[src/hw/rtl/bdph_pkg.sv]
// Shared types and constants for the button debounce / press-hold block.
package bdph_pkg;

  localparam int TIME_BITS     = 32;
  localparam int DEB_BITS      = 16;
  localparam int HOLD_BITS     = 32;
  localparam int CFG_IDX_BITS  = 2;
  localparam int CFG_DATA_BITS = 32;

  localparam logic [DEB_BITS-1:0]  DEBOUNCE_RESET = DEB_BITS'(20);
  localparam logic [HOLD_BITS-1:0] HOLD_RESET     = HOLD_BITS'(1200);

  typedef enum logic [CFG_IDX_BITS-1:0] {
    REG_ACTIVE_HIGH = 2'd0,
    REG_DEBOUNCE_MS = 2'd1,
    REG_HOLD_MS     = 2'd2,
    REG_HOLD_ENABLE = 2'd3
  } cfg_reg_t;

  typedef struct packed {
    logic                 active_high;
    logic [DEB_BITS-1:0]  debounce_ms;
    logic [HOLD_BITS-1:0] hold_ms;
    logic                 hold_enable;
  } cfg_t;

  typedef struct packed {
    logic press_begin;
    logic click_end;
    logic hold_begin;
    logic hold_end;
    logic is_down;
  } res_t;

endpackage

[src/hw/rtl/button_debounce_press_hold_core.sv]
// Top level: input register, debounce/event core and result register.
//
// Polls enter on the in channel (in_valid/in_ready) as pin_level plus a
// free-running millisecond stamp now_ms. Every poll yields exactly one
// result on the out channel (out_valid/out_ready): press_begin, click_end,
// hold_begin, hold_end (at most one set) and is_down, the debounced level.
// Registers are written on the cfg channel (cfg_valid/cfg_ready, cfg_index,
// cfg_data): 0 polarity, 1 debounce time, 2 hold time, 3 hold enable.
// cfg_ready is always high; write only while no poll is in flight.
//
// A poll is accepted into the input register, evaluated by the core from
// there, and its result is captured in the result register. Throughput is
// one poll per cycle while out_ready takes each result; the only loop is
// the state update in the core.
// When out_ready is low the result register holds, the input register
// still takes one more poll, then in_ready drops until the result drains.
// Synchronous reset empties both registers, restores register defaults
// (active low, 20 ms debounce, 1200 ms hold, hold off) and clears state.
module button_debounce_press_hold_core
  import bdph_pkg::*;
(
  input  logic                     clk,
  input  logic                     rst,
  input  logic                     in_valid,
  output logic                     in_ready,
  input  logic                     pin_level,
  input  logic [TIME_BITS-1:0]     now_ms,
  output logic                     out_valid,
  input  logic                     out_ready,
  output logic                     press_begin,
  output logic                     click_end,
  output logic                     hold_begin,
  output logic                     hold_end,
  output logic                     is_down,
  input  logic                     cfg_valid,
  output logic                     cfg_ready,
  input  logic [CFG_IDX_BITS-1:0]  cfg_index,
  input  logic [CFG_DATA_BITS-1:0] cfg_data
);

  cfg_t                 cfg;
  res_t                 res;
  logic                 in_full;
  logic                 in_pin;
  logic [TIME_BITS-1:0] in_now;
  logic                 advance;

  assign advance  = in_full && (!out_valid || out_ready);
  assign in_ready = !in_full || advance;

  always_ff @(posedge clk) begin
    if (rst) begin
      in_full <= 1'b0;
    end else if (in_valid && in_ready) begin
      in_full <= 1'b1;
    end else if (advance) begin
      in_full <= 1'b0;
    end
  end

  always_ff @(posedge clk) begin
    if (in_valid && in_ready) begin
      in_pin <= pin_level;
      in_now <= now_ms;
    end
  end

  bdph_cfg_regs u_cfg (
    .clk       (clk),
    .rst       (rst),
    .cfg_valid (cfg_valid),
    .cfg_ready (cfg_ready),
    .cfg_index (cfg_index),
    .cfg_data  (cfg_data),
    .cfg       (cfg)
  );

  bdph_event_core u_core (
    .clk       (clk),
    .rst       (rst),
    .advance   (advance),
    .pin_level (in_pin),
    .now_ms    (in_now),
    .cfg       (cfg),
    .res       (res)
  );

  always_ff @(posedge clk) begin
    if (rst) begin
      out_valid <= 1'b0;
    end else if (advance) begin
      out_valid <= 1'b1;
    end else if (out_ready) begin
      out_valid <= 1'b0;
    end
  end

  always_ff @(posedge clk) begin
    if (advance) begin
      press_begin <= res.press_begin;
      click_end   <= res.click_end;
      hold_begin  <= res.hold_begin;
      hold_end    <= res.hold_end;
      is_down     <= res.is_down;
    end
  end

endmodule

[src/hw/rtl/bdph_cfg_regs.sv]
// Configuration register file: polarity, debounce time, hold time, hold enable.
module bdph_cfg_regs
  import bdph_pkg::*;
(
  input  logic                     clk,
  input  logic                     rst,
  input  logic                     cfg_valid,
  output logic                     cfg_ready,
  input  logic [CFG_IDX_BITS-1:0]  cfg_index,
  input  logic [CFG_DATA_BITS-1:0] cfg_data,
  output cfg_t                     cfg
);

  assign cfg_ready = 1'b1;

  always_ff @(posedge clk) begin
    if (rst) begin
      cfg.active_high <= 1'b0;
      cfg.debounce_ms <= DEBOUNCE_RESET;
      cfg.hold_ms     <= HOLD_RESET;
      cfg.hold_enable <= 1'b0;
    end else if (cfg_valid && cfg_ready) begin
      unique case (cfg_reg_t'(cfg_index))
        REG_ACTIVE_HIGH: cfg.active_high <= cfg_data[0];
        REG_DEBOUNCE_MS: cfg.debounce_ms <= cfg_data[DEB_BITS-1:0];
        REG_HOLD_MS:     cfg.hold_ms     <= cfg_data[HOLD_BITS-1:0];
        REG_HOLD_ENABLE: cfg.hold_enable <= cfg_data[0];
        default: ;
      endcase
    end
  end

endmodule

[src/hw/rtl/bdph_event_core.sv]
// Debounce state and event logic: one poll evaluated per advance.
module bdph_event_core
  import bdph_pkg::*;
(
  input  logic                 clk,
  input  logic                 rst,
  input  logic                 advance,
  input  logic                 pin_level,
  input  logic [TIME_BITS-1:0] now_ms,
  input  cfg_t                 cfg,
  output res_t                 res
);

  logic                 last_raw;
  logic [TIME_BITS-1:0] stable_since;
  logic                 debounced;
  logic [TIME_BITS-1:0] press_stamp;
  logic                 hold_fired;

  logic                 debounced_next;
  logic [TIME_BITS-1:0] press_stamp_next;
  logic                 hold_fired_next;

  logic                 pressed;
  logic [TIME_BITS-1:0] since;
  logic [TIME_BITS-1:0] stable_el;
  logic [TIME_BITS-1:0] hold_el;
  logic                 deb_ok;
  logic                 hold_ok;

  assign pressed   = cfg.active_high ? pin_level : ~pin_level;
  // raw change restarts the stamp at this poll's time
  assign since     = (pressed != last_raw) ? now_ms : stable_since;
  assign stable_el = now_ms - since;
  assign hold_el   = now_ms - press_stamp;
  assign deb_ok    = stable_el > TIME_BITS'(cfg.debounce_ms);
  assign hold_ok   = hold_el > TIME_BITS'(cfg.hold_ms);

  always_comb begin
    debounced_next   = debounced;
    press_stamp_next = press_stamp;
    hold_fired_next  = hold_fired;
    res              = '0;
    if (deb_ok) begin
      if (pressed != debounced) begin
        debounced_next = pressed;
        if (pressed) begin
          press_stamp_next = since;
          res.press_begin  = 1'b1;
        end else if (!hold_fired) begin
          res.click_end = 1'b1;
        end else begin
          res.hold_end    = 1'b1;
          hold_fired_next = 1'b0;
        end
      end else if (debounced && cfg.hold_enable && !hold_fired && hold_ok) begin
        res.hold_begin  = 1'b1;
        hold_fired_next = 1'b1;
      end
    end
    res.is_down = debounced_next;
  end

  always_ff @(posedge clk) begin
    if (rst) begin
      last_raw     <= 1'b0;
      stable_since <= '0;
      debounced    <= 1'b0;
      press_stamp  <= '0;
      hold_fired   <= 1'b0;
    end else if (advance) begin
      last_raw     <= pressed;
      stable_since <= since;
      debounced    <= debounced_next;
      press_stamp  <= press_stamp_next;
      hold_fired   <= hold_fired_next;
    end
  end

  // a fired hold is always cleared by the release that ends the press
  a_hold_implies_down: assert property (@(posedge clk) disable iff (rst)
    hold_fired |-> debounced)
    else $error("hold_fired set while not debounced-pressed");

  a_events_onehot: assert property (@(posedge clk) disable iff (rst)
    $onehot0({res.press_begin, res.click_end, res.hold_begin, res.hold_end}))
    else $error("more than one event in a poll");

  a_hold_sets_flag: assert property (@(posedge clk) disable iff (rst)
    advance && res.hold_begin |=> hold_fired && debounced)
    else $error("hold_begin did not latch hold_fired");

  a_release_clears: assert property (@(posedge clk) disable iff (rst)
    advance && (res.click_end || res.hold_end) |=> !debounced && !hold_fired)
    else $error("release left pressed state behind");

endmodule

[config.mk]
export PLATFORM = sky130hd
export DESIGN_NAME = button_debounce_press_hold_core
export DESIGN_NICKNAME = d
export VERILOG_FILES = /design/src/hw/rtl/bdph_pkg.sv /design/src/hw/rtl/button_debounce_press_hold_core.sv /design/src/hw/rtl/bdph_cfg_regs.sv /design/src/hw/rtl/bdph_event_core.sv
export SDC_FILE = /design/constraint.sdc
export NUM_CORES = 1
export LEC_CHECK = 0
export BUFFER_PORTS_ARGS = -buffer_cell sky130_fd_sc_hd__buf_2
export CAP_MARGIN = 20
export CELL_PAD_IN_SITES_DETAIL_PLACEMENT = 1
export CELL_PAD_IN_SITES_GLOBAL_PLACEMENT = 2
export CORE_UTILIZATION = 35
export DETAILED_ROUTE_END_ITERATION = 16
export GPL_TIMING_DRIVEN = 0
export PLACE_DENSITY = 0.79
export SETUP_SLACK_MARGIN = 0.02
export SLEW_MARGIN = 15
export SYNTH_ARGS = -nofsm -noshare
export SYNTH_HDL_FRONTEND = slang
export SYNTH_SLANG_ARGS = --single-unit
[constraint.sdc]
create_clock -name clk -period 10.4 [get_ports clk]
set_input_delay 1.04 -clock clk [delete_from_list [all_inputs] [get_ports clk]]
set_output_delay 1.04 -clock clk [all_outputs]
set_load 0.02 [all_outputs]
==> results of run 1 <==
[logic make-up after synthesis]
group	after synthesis
AOI/OAI and AO/OA	401
and+or+nand+nor	422
adders and majority gates	105
xor gates and xnor gates	55
other	1
DFF	157
muxes	29
buffers and inverters	175
[per-layer routing]
layer | track usage, % | wire [um] | part of all wire (%)
met2 | 36.6 | 16200 | 45
met1 | 31.4 | 18300 | 51
met3 | 3.35 | 1210 | 3.3
met4 | 5.44 | 506 | 1.4
met5 | 0 | 0 | 0
[registers in the layout, summed over array words and instances (netlist names)]
name,flops
u_core.stable_since,32
in_now,32
press_begin,1
hold_begin,1
in_pin,1
click_end,1
is_down,1
u_core.debounced,1
u_core.hold_fired,1
in_full,1
u_core.last_raw,1
u_cfg.cfg,50
out_valid,1
hold_end,1
u_core.press_stamp,32
[final timing paths]
path | startpoint | endpoint | depth (start not counted)
worst min register to register | u_cfg.cfg[28] | u_cfg.cfg[28] | 2
worst max register to register | u_cfg.cfg[49] | is_down | 22
worst max-delay path | u_cfg.cfg[49] | is_down | 22
worst min-delay path | u_cfg.cfg[28] | u_cfg.cfg[28] | 2
[stage by stage]
step	instances	util [%]	area [sq um]	hold WS (ns)
after floorplan	1345	-	11100	0.436
after global placement	1818	38.8	12000	0.442
after detailed placement	1819	38.9	12000	0.450
after CTS	1851	41.0	12700	0.459
after global routing	1851	41.0	12700	0.473
final	1851	41.0	12700	0.454
[cells in the mapped netlist (all sizes together) (34+ instances only)]
cell type | n | area share [%]
ha | 100 | 11
xnor2 | 35 | 2.8
dfxtp | 119 | 21
a211oi | 34 | 2.4
clkbuf | 55 | 1.9
o21ai | 51 | 2.3
inv | 110 | 3.7
edfxtp | 38 | 10
a21o | 45 | 3.0
nor2 | 84 | 2.8
nand2 | 172 | 5.8
a21oi | 125 | 5.6
[power groups by stage]
stage                     registers, W  clock network, W  logic (W)
after global routing          0.000690          0.000749   0.000736
after detailed placement      0.000700                 0   0.000656
after CTS                     0.000686          0.000720   0.000663
final                         0.000687          0.000709   0.000662
after floorplan               0.000689                 0   0.000465
after global placement        0.000699                 0   0.000638
[tightest hold or removal path: stages (launching register included)]
cell and delay [ns]:
sky130_fd_sc_hd__dfxtp_1 0.31, sky130_fd_sc_hd__nand2_1 0.05, sky130_fd_sc_hd__a21oi_1 0.05
[cell type report]
type | instances | area (sq um) | area share [%]
Multi-Input combinational cell | 1013 | 6890 | 54.4
Sequential cell | 157 | 3520 | 27.8
Tap cell | 396 | 495 | 3.91
Clock buffer | 19 | 475 | 3.76
Timing Repair Buffer | 78 | 413 | 3.26
Inverter | 110 | 413 | 3.26
Buffer | 65 | 279 | 2.20
Clock inverter | 13 | 174 | 1.37
==> metrics.csv, run 1 <==
stage;metric;value;unit
setup_path;path_buf_inv;3;
place;finalWeightedCongestion;0.831;
yosys;ys_ff_latch;157;
setup_path;path_class;reg2reg;
finish;final_common_cell;sky130_fd_sc_hd__nand2_1;
cts;clockBufferDepth;2;
yosys;synth_compound_gate_area_share;24.9;%
setup_path;rrSetupSlack;2.37;ns
yosys;synth_enable_flop_cells;38;
job;drv.max_cap_violation_count;0;
yosys;postSynth.asyncResetShare;0;%
yosys;synth.area.mux_share;2.67;%
die;boundaryPins;80;
pwr;comb_power_share;32.2;%
setup_path;cp_common_cell;sky130_fd_sc_hd__clkbuf_1;
pwr;p_int;0.00133;W
pwr;power.clock.fraction;34.5;%
yosys;synth_cell_types;76;
routing;avgViaCountPerCell;5.42;
cts;tritoncts;built;
cts;cts_setup_buffers;0;
global_route;antenna_found_initial;0;
setup_path;worst-endpoint-required;10.60;ns
pwr;finalPower;0.00206;W
cts;path_clk_slew;0.07;ns
pwr;powerDensity;162;nW/um^2
timing;worst_clock_skew;0.0101;ns
global_route;grt_util_all_layers;22.6;%
routing;route.final.wire_length;36300;um
timing;rsz0062_at_grt;false;
pwr;power_frac_seq;33.4;%
global_route;grt_max_degree;21;
setup_path;worst_path_dominant_cell_family;compound AO/OA/AOI/OAI gates;
timing;setup-tns-final;0;ns
yosys;synthCells;1345;
timing;minimum_clock_period;8.03;ns
yosys;synth_area_per_cell;8.25;sq um
cts;clock_insertion_delay_worst_skew;0.45;ns
cts;cts_resized;0;
yosys;synthesized_net_count;1518;
yosys;yosys_most_used_dff;sky130_fd_sc_hd__dfxtp_1;
finish;share_of_post_route_cells_with_drive_strength_above_1;10.3;%
outcome;run_status;finished, final reports clean;
setup_path;worst_setup_path_start_kind;flip-flop;
timing;setup_slack_of_the_critical_path_after_layout;2.37;ns
cts;cts-buffers-inserted;17;
routing;via_total_after_detailed_routing;10000;
finish;num-nets-final;1615;
die;start_util;35.9;%
global_route;vias_in_the_first_global_route;10300;
hold_path;holdCritPathClass;reg2reg;
yosys;yosys_warns;0;
timing;timing_worst_slew_pin_value;0.896;ns
cts;h-tree-depth;4;
yosys;post_synth_instance_area;11100;sq um
finish;n_antenna_cell;0;
global_route;grt_first_pass_wirelength;57200;um
routing;remaining_drc_errors;0;
finish;fillerInstances;3761;
cts;cts.root.buffer_cell;sky130_fd_sc_hd__clkbuf_16;
die;fp.coreArea;30900;sq um
yosys;post_synth_and_or_nand_nor_area_fraction;18.0;%
timing;finalCritPeriodShare;77.2;%
setup_path;worstPathMaxFanout;10;
routing;drtIter0Drc;709;
place;post-place-ws;2.41;ns
setup_path;critPathCaptureType;flip-flop;
die;dieHeight;180;um
setup_path;cp_slowest_cell;sky130_fd_sc_hd__a211oi_1;
yosys;largest_family_of_logic_cells_by_synthesized_area;compound AO/OA/AOI/OAI gates;
timing;finalSetupViolations;0;
yosys;register_area_share_after_synthesis;31.7;%
place;port-buffer-count;77;
cts;cts-hold-fix-buffers;0;
yosys;xor_and_xnor_fraction_of_the_mapped_netlist_area;4.60;%
routing;detail-route-antenna-nets;0;
finish;area.growth.synth_to_final;14.0;%
timing;maxSlewHeadroom;40.2;%
setup_path;worstPathCellList;xor3_1 -> clkbuf_1 -> clkbuf_1 -> o21ai_0 -> ha_1 -> a211oi_1 -> a311oi_1 -> a211oi_1 -> a21oi_1 -> xor2_1 -> ha_1 -> and4_1 -> a221oi_1 -> o21ai_0 -> a221oi_1 -> a21oi_1 -> a2111oi_0 -> nand4bb_1 -> nor4_1 -> nand4_2 -> clkbuf_1 -> mux2_2;
die;floorplan.die.width;180;um
routing;detailedRoute.firstPassIterationCount;4;
die;floorplan.die_area;32400;sq um
timing;timing.final.hold_violations;0;
pwr;switching_share;35.4;%
pwr;maximum_vdd_drop;0.125;mV
die;rows;64;
timing;timing.fmax;124;MHz
yosys;synth_fa_ha_area_share;11.8;%
pwr;cellLeakagePower;4.93;nW
global_route;grt-ovfl-total;0;
pwr;switching_power;0.000728;W
timing;number_of_pins_with_negative_max_slew_slack_in_the_final_report;0;
routing;post_drt_wl_per_cell;19.6;um
setup_path;crit_arrival;8.24;ns
place;post_dp_hpwl;29300;um
finish;most_frequent_cells_in_the_layout;sky130_fd_sc_hd__nand2_1, sky130_fd_sc_hd__a21oi_1, sky130_fd_sc_hd__dfxtp_1, sky130_fd_sc_hd__inv_1, sky130_fd_sc_hd__ha_1;
setup_path;critical_path.max_stage_delay;0.70;ns
cts;clock_sink_count;157;
Note: power is estimated with default switching activity, not from simulation.
==> run 2: changes to the inputs <==
- clock period: 10.4 -> 8.2 ns (I/O delays scaled with it)
==> run 2 against run 1 <==
  * Clock power rose by 27%
  * Sequential share of layout area fell by 0.074 points
  * Critical path depth rose by 2
  * Utilization rose by 0.11 points
  * First-iteration DRC count fell by 1.4%
  * Cell count rose by 0.16%
  * Die area did not move
  * Register-to-register slack got worse by 1.6 ns
  * Non-clock buffer count rose by 3
  * Clock skew barely moved
  * Global-route usage did not move
  * Flip-flop and latch count did not move
==> metrics.csv, run 2 (synthesized netlist as in run 1, its figures left out) <==
stage;metric;value;unit;change
setup_path;cp_common_cell;sky130_fd_sc_hd__ha_1;;
pwr;cellLeakagePower;4.95;nW;+0.56%
cts;clock_insertion_delay_worst_skew;0.45;ns;about the same
cts;tritoncts;built;;
place;post_dp_hpwl;29300;um;unchanged
finish;final_common_cell;sky130_fd_sc_hd__nand2_1;;
finish;multi_input_area;6890;sq um;about the same
finish;post_route_utilization;41.1;%;+0.11 points
global_route;grt_util_all_layers;22.6;%;unchanged
setup_path;crit_arrival;7.68;ns;-0.56 ns
die;start_util;35.9;%;unchanged
die;floorplan.die_area;32400;sq um;unchanged
finish;n_antenna_cell;0;;unchanged
finish;post_layout_inst_area;12700;sq um;+0.27%
routing;avgViaCountPerCell;5.41;;-0.21%
global_route;antenna_found_initial;0;;unchanged
routing;post_drt_wl_per_cell;19.6;um;about the same
finish;seqCellArea;3520;sq um;unchanged
timing;finalCritPeriodShare;91.1;%;+14 points
routing;detailedRoute.firstPassIterationCount;5;;+1
routing;remaining_drc_errors;0;;unchanged
place;port-buffer-count;77;;unchanged
cts;clock_sink_count;157;;unchanged
setup_path;worst_setup_path_start_kind;flip-flop;;
global_route;grt-ovfl-total;0;;unchanged
die;boundaryPins;80;;unchanged
routing;route.final.wire_length;36300;um;about the same
setup_path;worstPathMaxFanout;10;;unchanged
setup_path;worst-endpoint-required;8.40;ns;-2.20 ns
timing;rsz0062_at_grt;false;;
setup_path;path_class;reg2reg;;
setup_path;critPathCaptureType;flip-flop;;
cts;path_clk_slew;0.07;ns;about the same
cts;cts.root.buffer_cell;sky130_fd_sc_hd__clkbuf_16;;
die;rows;64;;unchanged
global_route;grt_max_degree;21;;unchanged
die;floorplan.die.width;180;um;unchanged
die;fp.coreArea;30900;sq um;unchanged
finish;registers.top_by_ff_count;u_cfg.cfg;;
setup_path;critical_path.max_stage_delay;0.62;ns;-0.08 ns
timing;timing.final.hold_violations;0;;unchanged
pwr;powerDensity;205;nW/um^2;+26%
finish;most_frequent_cells_in_the_layout;sky130_fd_sc_hd__nand2_1, sky130_fd_sc_hd__a21oi_1, sky130_fd_sc_hd__dfxtp_1, sky130_fd_sc_hd__inv_1, sky130_fd_sc_hd__ha_1;;
timing;setup-tns-final;0;ns;unchanged
cts;cts-hold-fix-buffers;0;;unchanged
finish;share_of_post_route_cells_with_drive_strength_above_1;10.9;%;+0.60 points
setup_path;path_buf_inv;4;;+1
hold_path;holdCritPathClass;reg2reg;;
die;dieHeight;180;um;unchanged
cts;cts-buffers-inserted;17;;unchanged
timing;maxSlewHeadroom;38.3;%;-1.9 points
finish;fillerInstances;3759;;-0.053%
finish;area.growth.synth_to_final;14.3;%;
timing;number_of_pins_with_negative_max_slew_slack_in_the_final_report;0;;unchanged
pwr;maximum_vdd_drop;0.158;mV;+27%
timing;timing_worst_slew_pin_value;0.925;ns;+0.0285 ns
routing;via_total_after_detailed_routing;10000;;-0.050%
setup_path;worst_path_dominant_cell_family;compound AO/OA/AOI/OAI gates;;
setup_path;cp_slowest_cell;sky130_fd_sc_hd__xor3_2;;
timing;worst_clock_skew;0.00969;ns;-0.000401 ns
timing;minimum_clock_period;7.47;ns;-0.560 ns
finish;num-nets-final;1618;;+0.19%
global_route;grt_first_pass_wirelength;57200;um;unchanged
routing;detail-route-antenna-nets;0;;unchanged
timing;timing.fmax;134;MHz;+7.5%
global_route;vias_in_the_first_global_route;10300;;unchanged
setup_path;worstPathCellList;xor3_2 -> clkbuf_2 -> clkbuf_2 -> o21ai_0 -> ha_1 -> inv_1 -> ha_1 -> and2_1 -> o211ai_2 -> a21o_1 -> and2_1 -> xnor2_1 -> ha_1 -> and4_1 -> a221oi_1 -> o21ai_0 -> a221oi_1 -> a21oi_1 -> a2111oi_0 -> nand4bb_1 -> nor4_1 -> nand4_2 -> clkbuf_1 -> mux2_2;;
routing;drtIter0Drc;699;;-1.4%
job;drv.max_cap_violation_count;0;;unchanged
place;post_dp_cell_area;12000;sq um;unchanged
outcome;run_status;finished, final reports clean;;
place;finalWeightedCongestion;0.831;;unchanged
timing;finalSetupViolations;0;;unchanged
cts;clockBufferDepth;2;;unchanged
finish;largest_register_ffs;50;;unchanged
cts;h-tree-depth;4;;unchanged
[run 2: worst paths after layout]
check	start	endpoint	slack, ns	depth (start not counted)
worst max-delay path	u_cfg.cfg[49]	is_down	0.73	24
worst min-delay path	u_cfg.cfg[28]	u_cfg.cfg[28]	0.45	2
worst max register to register	u_cfg.cfg[49]	is_down	0.73	24
worst min register to register	u_cfg.cfg[28]	u_cfg.cfg[28]	0.45	2
[run 2: cell type report]
cell class              count  share of cell area, %
multi-input cells        1013                   54.3
flip-flops and latches    157                   27.8
well taps                 396                   3.90
clock buffers              19                   3.75
repair buffers             81                   3.43
inverters                 110                   3.25
plain buffers              65                   2.24
clock inverters            13                   1.37
[run 2: report_power, final]
group / internal, W / switching (W)
registers: 0.000834 / 0.0000368
logic: 0.000331 / 0.000508
clock network: 0.000522 / 0.000377
[run 2: timing repair]
action                     CTS  global route
buffers inserted             0             3
setup endpoints to repair    0            39
resized for setup            0             9
[run 2: worst min-delay path, stage by stage, from the launching register on]
cell                      delay (ns)
sky130_fd_sc_hd__dfxtp_1        0.31
sky130_fd_sc_hd__nand2_1        0.05
sky130_fd_sc_hd__a21oi_1        0.05
[run 2: metrics by stage]
| step | power [W] | cells | worst slack, ns | hold slack, ns |
|---|---|---|---|---|
| 2_1_floorplan | 0.00146 | 1345 | 2.38 | 0.436 |
| 6_report | 0.00261 | 1854 | 0.727 | 0.454 |
| 3_5_place_dp | 0.00172 | 1819 | 0.214 | 0.450 |
| 4_1_cts | 0.00262 | 1851 | 0.219 | 0.459 |
| 5_1_grt | 0.00276 | 1854 | 0.0238 | 0.473 |
| 3_3_place_gp | 0.00170 | 1818 | 0.235 | 0.442 |
[run 2: layer usage]
metal	GRT usage, %	part of all wire [%]	wire length (um)	up-vias
met5	0	0	0	-
met4	5.44	1.3	485	0
met3	3.35	3.0	1090	28
met2	36.6	45	16200	144
met1	31.4	51	18500	4818
li1	-	-	-	5045
==> run 3: changes to the inputs <==
- ABC_AREA: not set -> 1
- PLACE_DENSITY: 0.79 -> 0.83
==> run 3 against run 2 <==
  * Routed wire length increased by 1.4%
  * Area after synthesis up 1.3%
  * Worst setup slack improved by 1.5 ns
  * Via count grew 4.9%
  * Sequential share of layout area hardly changed
  * Register-to-register slack improved by 1.5 ns
  * Hold slack improved by 0.0072 ns
  * Final area rose by 0.13%
  * Flip-flop and latch count did not move
  * Clock power decreased by 11%
  * Maximum frequency rose by 25%
  * Clock-buffer cell count unchanged
  * Critical path type unchanged
  * Largest cell class unchanged
==> metrics.csv, run 3 <==
stage;metric;value;unit;change
cts;clock_insertion_delay_worst_skew;0.44;ns;about the same
timing;timing.fmax;167;MHz;+25%
yosys;yosys_most_used_dff;sky130_fd_sc_hd__dfxtp_1;;
timing;timing.final.hold_violations;0;;unchanged
die;dieHeight;181;um;+0.66%
pwr;cellLeakagePower;6.36;nW;+28%
timing;minimum_clock_period;5.99;ns;-1.49 ns
cts;cts_setup_buffers;0;;unchanged
pwr;powerDensity;211;nW/um^2;+2.5%
place;post_dp_hpwl;30600;um;+4.5%
setup_path;worst_path_dominant_cell_family;simple AND/OR/NAND/NOR gates;;
cts;h-tree-depth;4;;unchanged
finish;fillerInstances;4064;;+8.1%
job;drv.max_cap_violation_count;0;;unchanged
routing;detail-route-antenna-nets;0;;unchanged
yosys;synth_top_cells_by_area;sky130_fd_sc_hd__dfxtp_1, sky130_fd_sc_hd__nand2_1, sky130_fd_sc_hd__ha_1;;
finish;num-nets-final;1875;;+16%
timing;maxSlewHeadroom;37.3;%;-1.0 points
timing;setup-tns-final;0;ns;unchanged
setup_path;worstPathMaxFanout;10;;unchanged
global_route;antenna_found_initial;0;;unchanged
yosys;synth_cell_types;48;;-37%
routing;via_total_after_detailed_routing;10500;;+4.9%
setup_path;worst_setup_path_start_kind;flip-flop;;
finish;most_frequent_cells_in_the_layout;sky130_fd_sc_hd__nand2_1, sky130_fd_sc_hd__inv_1, sky130_fd_sc_hd__a21oi_1, sky130_fd_sc_hd__dfxtp_1, sky130_fd_sc_hd__ha_1;;
timing;number_of_pins_with_negative_max_slew_slack_in_the_final_report;0;;unchanged
setup_path;crit_arrival;6.32;ns;-1.36 ns
routing;route.final.wire_length;36800;um;+1.4%
cts;cts-hold-fix-buffers;0;;unchanged
setup_path;path_buf_inv;6;;+2
finish;n_antenna_cell;0;;unchanged
die;floorplan.die.width;181;um;+0.66%
cts;tritoncts;built;;
timing;finalCritPeriodShare;73.0;%;-18 points
global_route;grt_max_degree;34;;+62%
routing;post_drt_wl_per_cell;17.4;um;-11%
yosys;synth_most_common_cell;sky130_fd_sc_hd__nand2_1;;
place;finalWeightedCongestion;0.869;;+4.6%
hold_path;holdCritPathClass;reg2reg;;
timing;finalSetupViolations;0;;unchanged
yosys;register_area_share_after_synthesis;31.3;%;-0.42 points
cts;cts-buffers-inserted;17;;unchanged
yosys;yosysTopAreaCellShare;21.2;%;-0.28 points
cts;cts_resized;0;;unchanged
finish;final_common_cell;sky130_fd_sc_hd__nand2_1;;
routing;drtIter0Drc;466;;-33%
yosys;synthesized_net_count;1779;;+17%
die;boundaryPins;80;;unchanged
place;post_dp_cell_area;12100;sq um;+1.1%
routing;avgViaCountPerCell;4.97;;-8.1%
setup_path;cp_slowest_cell;sky130_fd_sc_hd__buf_1;;
die;start_util;35.7;%;-0.27 points
routing;remaining_drc_errors;0;;unchanged
timing;timing_worst_slew_pin_value;0.940;ns;+0.0153 ns
die;floorplan.die_area;32900;sq um;+1.3%
pwr;maximum_vdd_drop;0.131;mV;-17%
die;rows;65;;+1.6%
yosys;yosys_warns;0;;unchanged
yosys;synthCells;1606;;+19%
timing;rsz0062_at_grt;false;;
outcome;run_status;finished, final reports clean;;
yosys;ys_ff_latch;157;;unchanged
yosys;postSynth.asyncResetShare;0;%;unchanged
setup_path;worst-endpoint-required;8.54;ns;+0.14 ns
finish;registers.top_by_ff_count;u_cfg.cfg;;
cts;clockBufferDepth;2;;unchanged
finish;post_layout_inst_area;12700;sq um;+0.13%
global_route;grt-ovfl-total;0;;unchanged
global_route;vias_in_the_first_global_route;11000;;+7.3%
routing;detailedRoute.firstPassIterationCount;5;;unchanged
cts;cts.root.buffer_cell;sky130_fd_sc_hd__clkbuf_16;;
yosys;post_synth_instance_area;11200;sq um;+1.3%
setup_path;path_class;reg2reg;;
yosys;synthTopCellsByCount;sky130_fd_sc_hd__nand2_1, sky130_fd_sc_hd__inv_1, sky130_fd_sc_hd__a21oi_1;;
global_route;grt_util_all_layers;23.1;%;+0.56 points
setup_path;cp_common_cell;sky130_fd_sc_hd__nand2_1;;
setup_path;critical_path.max_stage_delay;0.72;ns;+0.10 ns
yosys;post-synth-top-area-cell;sky130_fd_sc_hd__dfxtp_1;;
global_route;grt_first_pass_wirelength;58900;um;+3.0%
die;fp.coreArea;31600;sq um;+2.1%
timing;worst_clock_skew;0.00605;ns;-0.00364 ns
finish;area.growth.synth_to_final;13.0;%;
finish;largest_register_ffs;50;;unchanged
cts;path_clk_slew;0.07;ns;about the same
yosys;synth_enable_flop_cells;38;;unchanged
finish;share_of_post_route_cells_with_drive_strength_above_1;11.0;%;+0.057 points
place;port-buffer-count;77;;unchanged
yosys;synth_area_per_cell;7.00;sq um;-15%
cts;clock_sink_count;157;;unchanged
setup_path;critPathCaptureType;flip-flop;;
-- run 3: cell count changes after synthesis, sizes merged, moves of 26 or more --
cell	delta
a21o	-45
a211oi	-28
nand2	+225
o211ai	+26
clkbuf	-34
nand3	+54
inv	+193
o21ai	+46
-- run 3: through the flow --
| stage | worst slack (ns) | hold slack, ns | std cells | utilization, % | power, W |
|---|---|---|---|---|---|
| 2_1_floorplan | 3.83 | 0.430 | 1606 | - | 0.00159 |
| 3_3_place_gp | 2.18 | 0.442 | 2085 | 38.5 | 0.00186 |
| 3_5_place_dp | 2.08 | 0.454 | 2085 | 38.5 | 0.00189 |
| 4_1_cts | 2.08 | 0.463 | 2117 | 40.3 | 0.00270 |
| 5_1_grt | 1.66 | 0.490 | 2117 | 40.3 | 0.00287 |
| 6_report | 2.21 | 0.461 | 2117 | 40.3 | 0.00268 |
-- run 3: worst reg2reg max path: cells and delay by family (launching register included) --
family / cells / cell delay, ns
xor gates and xnor gates: 1 / 0.32
muxes: 1 / 0.23
adders and majority gates: 2 / 0.58
and+or+nand+nor: 21 / 3.16
DFF: 1 / 0.42
buffers and inverters: 6 / 1.20
-- run 3: cell families (layout without fill, tap and decap cells) --
family	count (synthesis)	in the layout	share of synthesized area, %
and+or+nand+nor	623	623	24.3
buffers and inverters	348	457	12.2
AOI/OAI and AO/OA	314	314	15.8
DFF	157	157	31.3
adders and majority gates	101	101	11.3
xor gates and xnor gates	43	43	3.35
muxes	19	19	1.69
other	1	1	0.0333
-- run 3: report_power, final --
group | switching [W] | internal (W) | leakage (nW)
combinational | 0.000645 | 0.000353 | 4.73
sequential | 0.0000349 | 0.000846 | 1.35
clock | 0.000364 | 0.000434 | 0.280
-- run 3: per-layer routing --
metal,part of all wire (%),global-route usage [%],vias to the layer above
met5,0,0,-
met4,1.6,6.20,0
met3,2.3,2.32,34
met2,46,38.6,123
met1,50,31.7,4973
li1,-,-,5401
-- run 3: worst paths after layout --
path	startpoint	to	cells past startpoint	slack [ns]
setup / recovery	u_cfg.cfg[49]	u_core.press_stamp[6]	31	2.21
hold / removal	u_cfg.cfg[3]	u_cfg.cfg[3]	2	0.46
setup reg to reg	u_cfg.cfg[49]	u_core.press_stamp[6]	31	2.21
hold reg to reg	u_cfg.cfg[3]	u_cfg.cfg[3]	2	0.46
-- run 3: final cells by class --
| class | instances | area [sq um] | area share [%] |
|---|---|---|---|
| multi-input cells | 1101 | 6360 | 50.0 |
| flip-flops and latches | 157 | 3520 | 27.7 |
| inverters | 308 | 1160 | 9.10 |
| well taps | 402 | 503 | 3.96 |
| clock buffers | 19 | 443 | 3.48 |
| plain buffers | 40 | 211 | 1.66 |
| repair buffers | 77 | 385 | 3.03 |
| clock inverters | 13 | 130 | 1.02 |
